$ cat config.mk
export PLATFORM = sky130hd
export DESIGN_NAME = debug_packet_deframer
export DESIGN_NICKNAME = d
export VERILOG_FILES = /design/src/design/dpd_pkg.sv /design/src/design/dpd_fsm.sv /design/src/design/debug_packet_deframer.sv
export SDC_FILE = /design/constraint.sdc
export NUM_CORES = 1
export LEC_CHECK = 0
export ABC_AREA = 1
export BUFFER_PORTS_ARGS = -buffer_cell sky130_fd_sc_hd__buf_4
export CORE_ASPECT_RATIO = 1.75
export CORE_MARGIN = 2
export CORE_UTILIZATION = 35
export CTS_BUF_LIST = sky130_fd_sc_hd__clkbuf_2 sky130_fd_sc_hd__clkbuf_4 sky130_fd_sc_hd__clkbuf_8
export DETAILED_ROUTE_END_ITERATION = 12
export SETUP_SLACK_MARGIN = 0.1
export SLEW_MARGIN = 10
export SYNTH_ARGS = -nofsm -noshare
export SYNTH_HDL_FRONTEND = slang
export SYNTH_SLANG_ARGS = --single-unit
$ cat constraint.sdc
create_clock -name clk -period 5.2 [get_ports clk]
set_clock_uncertainty 0.05 [all_clocks]
set_input_delay 0.52 -clock clk [delete_from_list [all_inputs] [get_ports clk]]
set_output_delay 0.52 -clock clk [all_outputs]
set_load 0.005 [all_outputs]
$ cat src/design/dpd_pkg.sv
`default_nettype none

package dpd_pkg;

  localparam logic [7:0] BYTE_INTR  = 8'h03;
  localparam logic [7:0] BYTE_START = 8'h24;
  localparam logic [7:0] BYTE_HASH  = 8'h23;

  typedef enum logic [1:0] {
    KIND_DATA = 2'd0,
    KIND_END  = 2'd1,
    KIND_INTR = 2'd2
  } dpd_kind_t;

  typedef struct packed {
    logic       valid;
    dpd_kind_t  kind;
    logic [7:0] value;
    logic       bad_digit;
    logic       last;
  } dpd_res_t;

  typedef struct packed {
    logic       bad;
    logic [3:0] nib;
  } dpd_hex_t;

  function automatic dpd_hex_t hex_decode(input logic [7:0] c);
    dpd_hex_t h;
    h.bad = 1'b0;
    h.nib = 4'd0;
    if (c >= 8'h30 && c <= 8'h39) begin
      h.nib = 4'(c - 8'h30);
    end else if (c >= 8'h61 && c <= 8'h66) begin
      h.nib = 4'(c - 8'h57);
    end else if (c >= 8'h41 && c <= 8'h46) begin
      h.nib = 4'(c - 8'h37);
    end else begin
      h.bad = 1'b1;
    end
    return h;
  endfunction

endpackage

`default_nettype wire

$ cat src/design/dpd_fsm.sv
`default_nettype none

module dpd_fsm
  import dpd_pkg::*;
(
  input  wire logic       clk,
  input  wire logic       rst_n,
  input  wire logic       take,
  input  wire logic [7:0] rx_byte,
  output dpd_res_t        res
);

  typedef enum logic [1:0] {
    PH_IDLE = 2'd0,
    PH_BODY = 2'd1,
    PH_CKHI = 2'd2,
    PH_CKLO = 2'd3
  } phase_t;

  phase_t     phase_r, phase_nxt;
  logic [3:0] hi_nib_r, hi_nib_nxt;
  logic       dig_err_r, dig_err_nxt;
  dpd_hex_t   hex;

  assign hex = hex_decode(rx_byte);

  always_comb begin
    phase_nxt     = phase_r;
    hi_nib_nxt    = hi_nib_r;
    dig_err_nxt   = dig_err_r;
    res.valid     = 1'b0;
    res.kind      = KIND_DATA;
    res.value     = rx_byte;
    res.bad_digit = 1'b0;
    res.last      = 1'b0;
    case (phase_r)
      PH_IDLE: begin
        if (rx_byte == BYTE_INTR) begin
          res.valid = 1'b1;
          res.kind  = KIND_INTR;
          res.value = BYTE_INTR;
        end else if (rx_byte == BYTE_START) begin
          phase_nxt = PH_BODY;
        end
      end
      PH_BODY: begin
        if (rx_byte == BYTE_HASH) begin
          phase_nxt   = PH_CKHI;
          hi_nib_nxt  = 4'd0;
          dig_err_nxt = 1'b0;
        end else begin
          res.valid = 1'b1;
        end
      end
      PH_CKHI: begin
        hi_nib_nxt  = hex.nib;
        dig_err_nxt = hex.bad;
        phase_nxt   = PH_CKLO;
      end
      PH_CKLO: begin
        res.valid     = 1'b1;
        res.kind      = KIND_END;
        res.value     = {hi_nib_r, hex.nib};
        res.bad_digit = dig_err_r | hex.bad;
        res.last      = 1'b1;
        phase_nxt     = PH_IDLE;
        hi_nib_nxt    = 4'd0;
        dig_err_nxt   = 1'b0;
      end
      default: begin
        phase_nxt = PH_IDLE;
      end
    endcase
  end

  always_ff @(posedge clk) begin
    if (!rst_n) begin
      phase_r   <= PH_IDLE;
      hi_nib_r  <= 4'd0;
      dig_err_r <= 1'b0;
    end else if (take) begin
      phase_r   <= phase_nxt;
      hi_nib_r  <= hi_nib_nxt;
      dig_err_r <= dig_err_nxt;
    end
  end

`ifndef SYNTH
  a_end_clears: assert property (@(posedge clk) disable iff (!rst_n)
    take && phase_r == PH_CKLO |=> phase_r == PH_IDLE && hi_nib_r == 4'd0 && !dig_err_r)
    else $error("state not cleared after packet end");

  a_intr_idle: assert property (@(posedge clk) disable iff (!rst_n)
    res.valid && res.kind == KIND_INTR |-> phase_r == PH_IDLE && res.value == BYTE_INTR)
    else $error("interrupt outside idle phase");

  a_hash_enters_ck: assert property (@(posedge clk) disable iff (!rst_n)
    take && phase_r == PH_BODY && rx_byte == BYTE_HASH |=> phase_r == PH_CKHI && !dig_err_r)
    else $error("hash did not start checksum");

  a_ck_no_result: assert property (@(posedge clk) disable iff (!rst_n)
    phase_r == PH_CKHI |-> !res.valid)
    else $error("result during high checksum digit");
`endif

endmodule

`default_nettype wire

$ cat src/design/debug_packet_deframer.sv
// Channel  Dir  Handshake          Payload
// in       in   in_valid/in_stall  in_rx_byte[7:0]
// out      out  out_valid/out_stall out_kind[1:0] out_value[7:0] out_bad_digit out_last
//
// One byte per cycle while out_stall is low: a byte is decoded in the cycle
// it is accepted and its result appears in the output register on the next cycle.
// Throughput is one item per cycle while out_stall is low.
// in_stall is high only while the output register holds an item and out_stall is high.
// Synchronous active-low reset returns the deframer to the between-packet phase.
`default_nettype none

module debug_packet_deframer
  import dpd_pkg::*;
(
  input  wire logic       clk,
  input  wire logic       rst_n,
  input  wire logic       in_valid,
  output logic            in_stall,
  input  wire logic [7:0] in_rx_byte,
  output logic            out_valid,
  input  wire logic       out_stall,
  output logic [1:0]      out_kind,
  output logic [7:0]      out_value,
  output logic            out_bad_digit,
  output logic            out_last
);

  dpd_res_t   res;
  logic       take;
  logic       out_valid_r;
  dpd_kind_t  kind_r;
  logic [7:0] value_r;
  logic       bad_r;
  logic       last_r;

  assign in_stall = out_valid_r && out_stall;
  assign take     = in_valid && !in_stall;

  dpd_fsm u_fsm (
    .clk     (clk),
    .rst_n   (rst_n),
    .take    (take),
    .rx_byte (in_rx_byte),
    .res     (res)
  );

  always_ff @(posedge clk) begin
    if (!rst_n) begin
      out_valid_r <= 1'b0;
    end else if (!in_stall) begin
      out_valid_r <= take && res.valid;
    end
  end

  always_ff @(posedge clk) begin
    if (take && res.valid) begin
      kind_r  <= res.kind;
      value_r <= res.value;
      bad_r   <= res.bad_digit;
      last_r  <= res.last;
    end
  end

  assign out_valid     = out_valid_r;
  assign out_kind      = kind_r;
  assign out_value     = value_r;
  assign out_bad_digit = bad_r;
  assign out_last      = last_r;

`ifndef SYNTH
  a_stall_only_full: assert property (@(posedge clk) disable iff (!rst_n)
    in_stall |-> out_valid_r)
    else $error("input stalled with empty output register");

  a_result_lands: assert property (@(posedge clk) disable iff (!rst_n)
    take && res.valid |=> out_valid_r)
    else $error("result lost");

  a_last_is_end: assert property (@(posedge clk) disable iff (!rst_n)
    out_valid_r |-> out_last == (out_kind == KIND_END))
    else $error("last flag mismatch");
`endif

endmodule

`default_nettype wire

-- After elaboration in Yosys (flattened, before gate mapping)
Index checks and enable logic that the tools add are counted.
- multiply operators: 0
- add/sub/neg operators: 3
- reductions and logical operators: 11
- shifts and indexed selects: 0
- equality and inequality tests: 9
- magnitude comparators: 6
- div/mod/pow operators: 0
- bitwise operators: 1
- multiplexer cells: 19
- operators with widths (kind ; count):
    case mux 10 bit (2 select lines) ; 1
    equality test 8 x 6 -> 1 bit (second input constant) ; 2
    >= comparator 8 x 7 -> 1 bit (second input constant) ; 2
    <= comparator 8 x 7 -> 1 bit (second input constant) ; 2
    two-way mux 4 bit ; 4
    case mux 4 bit (3 select lines) ; 1
    two-way mux 11 bit ; 1
    equality test 8 x 2 -> 1 bit (second input constant) ; 1
    >= comparator 8 x 6 -> 1 bit (second input constant) ; 1
    <= comparator 8 x 6 -> 1 bit (second input constant) ; 1
    case mux 2 bit (4 select lines) ; 1
    subtractor 4 x 3 -> 4 bit (second input constant) ; 2
    logical AND 1 bit ; 6
    two-way mux 1 bit ; 6
    two-way mux 2 bit ; 3
    case mux 1 bit (3 select lines) ; 2
    equality test 2 bit (second input constant) ; 2
    != test 2 x 1 -> 1 bit (second input constant) ; 2
    AND reduction 4 bit ; 1
    subtractor 4 x 1 -> 4 bit (second input constant) ; 1
    AND reduction 3 bit ; 1
    nonzero test 3 bit ; 1
    equality test 2 x 1 -> 1 bit (second input constant) ; 1
    logical NOT 2 bit ; 1
    3 further kinds ; 3
- memories: 0
- bits in writable memories: 0
- memory bits (read-only): 0
- logic and storage cells: 57
- input bits: 12
- output and inout bits: 14
- bits in registers: 20
- bits in latches: 0

-- Longest topological paths before layout
Gate-level depths: netlist of the first run.
- depth after elaboration: 6
- mapped depth: 11
- depth with buffers taken out: 11

-- Modules after synthesis
Synthesis of the first run repeated with hierarchy kept, for this count alone.
- cell total of the unflattened synthesis: 151
- area, all modules: 1209.9 um^2
- modules (own cells, without submodules) (module ; area an instance (um^2) ; times used ; cells each ; seq. area each (um^2)):
    dpd_fsm ; 788.3 ; 1 ; 129 ; 140.1
    debug_packet_deframer ; 421.7 ; 1 ; 22 ; 380.4

-- Worst setup path before layout of the first run
No wires, ideal clock.
- kind: input-to-reg
- from: input in_rx_byte[0]
- to: register bad_r, in the netlist out_bad_digit, enable pin
- arrival time: 1.369 ns
- cell stages on the path: 8
- path buffers: 0
- data required time: 4.811 ns
- slack: 3.442 ns
- library setup time: 0.339 ns
- cells stage by stage: ha_1 nand2_2 nor2_4 nand2_4 nand2_4 nand3_1 nand3_1 inv_1
- cells in the longest elaborated chain, start to end: 4
- elaborated cells between the ends (all ways): 6
- those cells by class: 2 x eq/ne; 3 x mux; 1 x reduce/logical
- ends and longest elaborated chain (item ; line ; RTL):
    from (decl) ; debug_packet_deframer.sv:19 ; input wire logic [7:0] in_rx_byte,
    equality test 8 x 6 -> 1 bit or equality test 8 x 2 -> 1 bit (tied branches) ; dpd_fsm.sv:47, dpd_fsm.sv:38 ;
    two-way mux 1 bit or two-way mux 11 bit (tied branches) ; dpd_fsm.sv:47, dpd_fsm.sv:38 ;
    case mux 1 bit (3 select lines) (*) ; dpd_fsm.sv:36 ; case (phase_r)
    logical AND 1 bit (*) ; debug_packet_deframer.sv:56 ; if (take && res.valid) begin
    to (signal assigned) ; debug_packet_deframer.sv:59 ; bad_r <= res.bad_digit;
    to (decl) ; debug_packet_deframer.sv:33 ; logic bad_r;
Mark *: on every way between the ends. The rest lies on a longest branch, timed or not.
A chain may end at the register's enable or synchronous reset.

-- Worst setup path after layout of the first run
- from: register u_fsm.phase_r[0]
- to: register value_r[2], in the netlist out_value[2], enable pin
- cells in the longest elaborated chain, start to end: 3
- elaborated cells between the ends (all ways): 5
- those cells by class: 2 x eq/ne; 1 x mux; 2 x reduce/logical
- ends and longest elaborated chain (item ; line ; RTL):
    from (decl) ; dpd_fsm.sv:20 ; phase_t phase_r, phase_nxt;
    from (signal assigned) ; dpd_fsm.sv:82 ; phase_r <= phase_nxt;
    equality test 2 bit, or another cell as far along ; dpd_fsm.sv:36 ;
    case mux 1 bit (3 select lines) (*) ; dpd_fsm.sv:36 ;
    logical AND 1 bit (*) ; debug_packet_deframer.sv:56 ;
    to (signal assigned) ; debug_packet_deframer.sv:58 ; value_r <= res.value;
    to (decl) ; debug_packet_deframer.sv:32 ; logic [7:0] value_r;
Marked as above.

==> results of run 1 <==
==> power by group through the flow <==
stage,logic (W),clock network (W),registers [W]
4_1_cts,0.0000309,0.000106,0.000159
3_3_place_gp,0.0000305,0,0.000162
5_1_grt,0.0000343,0.000112,0.000159
6_report,0.0000305,0.000104,0.000159
3_5_place_dp,0.0000308,0,0.000162
2_1_floorplan,0.0000172,0,0.000162
==> layout make-up <==
class	instances	share of cell area, %
multi-input cells	96	39.20
flip-flops and latches	19	34.30
clock inverters	1	0.3500
repair buffers	25	13.12
clock buffers	3	2.887
well taps	43	3.762
inverters	24	6.387
==> sequential cells by signal (all words and copies together) (netlist names) <==
signal	cells
out_bad_digit	1
out_kind	1
out_last	1
out_valid	1
out_value	8
u_fsm.dig_err_r	1
u_fsm.hi_nib_r	4
u_fsm.phase_r	2
==> metrics by stage <==
step / util [%] / setup WS (ns) / cells
finish: 45.52 / 3.318 / 211
CTS: 45.52 / 3.296 / 211
detailed placement: 44.05 / 3.119 / 207
floorplan: - / 3.442 / 140
global placement: 44.05 / 3.200 / 207
global route: 45.52 / 3.182 / 211
==> layer usage <==
| layer | track usage, % | vias to the layer above | routed length (um) |
|---|---|---|---|
| met5 | 0 | - | 0 |
| met4 | 9.722 | 0 | 121 |
| met3 | 2.262 | 11 | 99 |
| met2 | 29.73 | 27 | 1494 |
| met1 | 14.35 | 443 | 905 |
| li1 | - | 502 | - |
==> cell families after synthesis <==
logic type                 Yosys count
and+or+nand+nor                     69
DFF                                 19
buffers and inverters               25
adders and majority gates            7
AOI/OAI and AO/OA                   20
==> worst max-delay path by stage <==
stage / from / to / slack, ns / depth (start not counted)
after detailed placement: in_rx_byte[0] / out_value[3] / 3.12 / 9
after floorplan: in_rx_byte[0] / out_bad_digit / 3.44 / 8
after CTS: u_fsm.phase_r[0] / out_value[2] / 3.30 / 8
after global placement: in_rx_byte[0] / out_value[2] / 3.20 / 9
after global routing: u_fsm.phase_r[0] / out_kind[1] / 3.18 / 8
final: u_fsm.phase_r[0] / out_value[2] / 3.32 / 8
==> critical path, delay by kind of cell (launching register included) <==
family / cells / cell delay (ns)
adder cells (fa/ha/maj): 1 / 0.24
AND/OR/NAND/NOR: 5 / 0.48
flip-flops: 1 / 0.33
buffers and inverters: 2 / 0.43
==> cells in the final DEF (no fill, tap or decap) <==
cell / instances
a21oi_1: 7
o21ai_0: 7
a21oi_2: 2
o211ai_1: 2
nand2_1: 32
clkbuf_8: 3
nand3_4: 1
dfxtp_1: 8
nor2_1: 13
nor2_2: 1
nand2_2: 5
nand4_1: 2
buf_4: 25
nand2_4: 3
nand4_2: 1
o21ai_2: 1
nand3_1: 8
ha_1: 7
nor2_4: 3
edfxtp_1: 11
inv_2: 4
o21ai_1: 1
clkinv_2: 2
inv_1: 19
==> flow_summary.ini, run 1 <==
[synth]
synth_edf_count = 11
synth_flop_cell = edfxtp_1
synthTopCellsByArea = edfxtp_1, dfxtp_1, nand2_1
synth.most_common_cell = nand2_1
yosysWarnings = 0
yosys_register_bits = 19
synth_top_area_share_pct = 28.73
synth_top_family_by_area = simple AND/OR/NAND/NOR gates
yosys-top-cells-count = nand2_1, inv_1, nor2_1
postSynthAreaPerCell_sq_um = 8.213
synth-compound-area-share_pct = 10.12
synth_mux_area_share_pct = 0
synth_fa_ha_area_share_pct = 7.617
syn-cell-area_sq_um = 1150
yosys.area_share.simple_pct = 31.01
synth_xor_area_share_pct = 0
netlist_instances = 140
synth_area_leader_cell = edfxtp_1
ys_seq_area_share_pct = 42.66
synth-async-reset-ratio_pct = 0
syn-num-nets = 159
synthDistinctLibCells = 23

[worst_setup_path]
cp.arrival_ns = 1.75
cp_max_fo = 11
crit_path_start_kind = register
path_class = register to register
regToRegEndpoint = out_value[2]
required_ns = 5.07
crit_slowest_cell = dfxtp_1
worstPathCellList = inv_1 > ha_1 > nand3_1 > nor2_1 > nand2_1 > nand3_1 > nand3_1 > inv_1
r2r_start = u_fsm.phase_r[0]
rrSetupSlack_ns = 3.32
critPathMaxStageDelay_ns = 0.33
path_common_cell = nand3_1
critPathCaptureType = register
reg2reg_depth = 8

[clock_network]
cts_root_buf = clkbuf_8
numCtsBuffers = 3
cts_sinks = 19
clock_path_buffers = 2
postCtsHoldBufs = 0
cts_resized = 0
cts_tree = built
clk_pin_slew_ns = 0.07
insertion_delay_ns = 0.25
post_cts_buffers = 0
h-tree-depth = 1

[global_routing]
track_usage_pct = 15.90
overflow = 0
grt_pass1_wl_um = 4291
grt_pass1_vias = 1061
antenna_found_initial = 0
grt_max_degree = 12

[pwr]
power_density_nw_per_um2 = 205.0
fin_total_pwr_w = 0.0002932
pwr-share-clk_pct = 35.4
combPwrFrac_pct = 10.4
peakVddDrop_mv = 0.1234
leakagePower_nw = 0.6647
p_switching_w = 0.00006882
seq_power_share_pct = 54.2
switching_share_pct = 23.48
power.internal_w = 0.0002244

[timing]
min_period_over_period_pct = 36.20
final.setup.tns_ns = 0
worst_pin_slew_ns = 0.5076
hold_ws_ns = 0.4283
drv_slew = 0
relSlewSlack_pct = 66.04
fin_crit_ns = 1.882
hold_viol_final = 0
max_freq_ghz = 0.5313
rsz0062_at_grt = no
setup_viol = 0

[drt]
via_per_inst = 4.659
vias = 983
drtIter0Drc = 14
ant_nets = 0
wl_per_cell_um = 12.42
dr.pass1.iters = 4
wirelength_um = 2621
drc = 0

[die]
num_rows = 27
core_sq_um = 3142
die_width_um = 47.33
initial_core_util_pct = 36.60
die_h_um = 79.82
design.die.area_sq_um = 3777
ios = 26

[finish]
final_area_sq_um = 1430
syn2layout_area_growth_pct = 24.37
multi_input_area_sq_um = 560.5
fill_cells = 317
layout.nets = 188
antenna_cells = 0
drive_gt1_share_pct = 30.36
seqCellArea_sq_um = 490.5

[min_path]
hp-class = register to register
hold_depth = 2
hold_end = u_fsm.hi_nib_r[0]
hold_start = u_fsm.hi_nib_r[0]

[placement]
placed_cell_area_sq_um = 1384
post-dp-hpwl_um = 2205
place.gp.congestion = 0.8479
portBuffers = 25

[outcome]
status = completed

[flow_run]
maxCapViolCount = 0
Power figures use the tool's default switching activity.
==> run 2, diff against run 1 <==
Settings changed: ABC_AREA 1 to 0.
Clock period 5.2 ns to 1.8 ns, I/O delays scaled along.
==> flow_summary.ini, run 2 <==
[synth]
yosysWarnings = 0
synth-async-reset-ratio_pct = 0
synthDistinctLibCells = 44
synth_edf_count = 11
yosys-top-cells-count = edfxtp_1, dfxtp_1, ha_1
syn-cell-area_sq_um = 1102
postSynthAreaPerCell_sq_um = 11.13
yosys_register_bits = 19
synth_top_area_share_pct = 29.97
synth_area_leader_cell = edfxtp_1
syn-num-nets = 118
netlist_instances = 99
synth_flop_cell = edfxtp_1
synth.most_common_cell = edfxtp_1
synthTopCellsByArea = edfxtp_1, dfxtp_1, ha_1
ys_seq_area_share_pct = 44.49

[worst_setup_path]
critPathCaptureType = register
cp_max_fo = 6
crit_path_start_kind = register
crit_slowest_cell = or4_2
reg2reg_depth = 6
critPathMaxStageDelay_ns = 0.57
worstPathCellList = buf_4 > ha_1 > inv_2 > a31oi_4 > or4_2 > o211a_1
path_class = register to register
regToRegEndpoint = u_fsm.phase_r[0]
r2r_start = u_fsm.phase_r[0]
cp.arrival_ns = 1.79
cpLargestDelayFamily = simple AND/OR/NAND/NOR gates
path_buf_inv = 2
rrSetupSlack_ns = 0.1
required_ns = 1.89

[finish]
antenna_cells = 0
layout_common_cells = buf_4, edfxtp_1, dfxtp_1
layoutNonFillerInstCount = 186
drive_gt1_share_pct = 48.25
syn2layout_area_growth_pct = 46.20
layout_commonest_cell = buf_4
final_area_sq_um = 1612
largest_register_ffs = 8
layout.nets = 163
fill_cells = 274

[die]
ios = 26
initial_core_util_pct = 35.86
die_h_um = 78.24
design.die.area_sq_um = 3632
die_width_um = 46.42
core_sq_um = 3074
num_rows = 27

[global_routing]
track_usage_pct = 16.50
grt_pass1_vias = 1001
grt_max_degree = 11
grt_pass1_wl_um = 4457
antenna_found_initial = 0
overflow = 0

[drt]
wirelength_um = 2661
via_per_inst = 5.274
vias = 981
drtIter0Drc = 28
drc = 0
dr.pass1.iters = 7
wl_per_cell_um = 14.31
ant_nets = 0

[timing]
max_freq_ghz = 0.5882
rsz0062_at_grt = yes
final.setup.tns_ns = 0
setup_viol = 0
relSlewSlack_pct = 73.89
drv_slew = 0
fin_crit_ns = 1.700
hold_ws_ns = 0.1680
worst_slack_ns = 0.09985
worst_pin_slew_ns = 0.3867
hold_viol_final = 0
min_period_over_period_pct = 94.45

[clock_network]
insertion_delay_ns = 0.25
clk_pin_slew_ns = 0.07
cts_root_buf = clkbuf_8
postCtsHoldBufs = 0
cts_sinks = 19
h-tree-depth = 1
clock_path_buffers = 2
cts_tree = built
numCtsBuffers = 3

[pwr]
peakVddDrop_mv = 0.3445
power_density_nw_per_um2 = 537.8
leakagePower_nw = 0.6649

[placement]
dpl.cell_count = 177
preCtsSetupSlack_ns = -0.08449
place.gp.congestion = 0.9055
placed_cell_area_sq_um = 1489
portBuffers = 25
post-dp-hpwl_um = 2102

[flow_run]
maxCapViolCount = 0

[outcome]
status = completed

[min_path]
hold_depth = 2
hold_end = u_fsm.phase_r[0]
hold_start = rst_n
hp-class = primary input to register
-- run 2: changes by cell type after synthesis, moves of 4 or more --
cell and delta:
o21ai_0 -5, nand2_1 -28, nor2_1 -11, inv_2 -4, a22o_1 +5, nand3_1 -5
inv_1 -13, nand2_2 -5
-- run 2: how the worst max path moves through the flow --
stage	slack [ns]	startpoint	end	cells past startpoint
4_1_cts	0.1	u_fsm.phase_r[0]	u_fsm.hi_nib_r[2]	6
5_1_grt	0.05	u_fsm.phase_r[0]	u_fsm.phase_r[0]	6
3_3_place_gp	-0.009	in_rx_byte[0]	out_value[1]	7
3_5_place_dp	-0.08	in_rx_byte[0]	out_value[1]	7
6_report	0.1	u_fsm.phase_r[0]	u_fsm.phase_r[0]	6
2_1_floorplan	0.09	u_fsm.phase_r[1]	out_bad_digit	6
-- run 2: worst register-to-register path: cells and delay by family (launching register included) --
family | cells | cell delay, ns
adders and majority gates | 1 | 0.23
AOI/OAI and AO/OA | 2 | 0.20
buffers and inverters | 2 | 0.22
DFF | 1 | 0.33
and+or+nand+nor | 1 | 0.57
-- run 2: timing repair --
item,CTS,global route
endpoints found under the setup margin,11,16
resized for setup,2,4
buffers inserted,3,1
cloned,1,0
pin swaps,2,3
-- run 2: metrics by stage --
stage | utilization (%) | total power, W
5_1_grt | 52.42 | 0.0009159
6_report | 52.42 | 0.0008667
4_1_cts | 51.89 | 0.0008752
3_5_place_dp | 48.43 | 0.0005714
2_1_floorplan | - | 0.0005136
3_3_place_gp | 48.43 | 0.0005683
-- run 2: cells by family after synthesis --
logic type	Yosys count	share of synthesized area, %
AO/OA/AOI/OAI	33	24.97
buffers and inverters	9	3.406
flip-flops	19	44.49
multiplexers	1	0.9081
AND/OR/NAND/NOR	30	18.28
adder cells (fa/ha/maj)	7	7.945
-- run 2: where the power goes --
part | switching (W) | leakage, nW | internal [W]
Clock | 0.000129 | 0.0262 | 0.000172
Combinational | 0.0000534 | 0.467 | 0.0000531
Sequential | 0.000000280 | 0.172 | 0.000458
-- run 2: final cells by class --
class                   count  area (sq um)  area share, %
inverters                   6         22.52          1.398
repair buffers             43         359.1          22.28
flip-flops and latches     19         493.0          30.59
well taps                  43         53.80          3.339
clock buffers               4         48.80          3.028
multi-input cells          71         634.4          39.36
-- run 2: metal layers --
layer | track usage (%) | up-vias | routed length, um
li1 | - | 477 | -
met1 | 17.71 | 464 | 980
met2 | 29.17 | 30 | 1477
met3 | 2.069 | 10 | 79
met4 | 8.571 | 0 | 123
met5 | 0 | - | 0
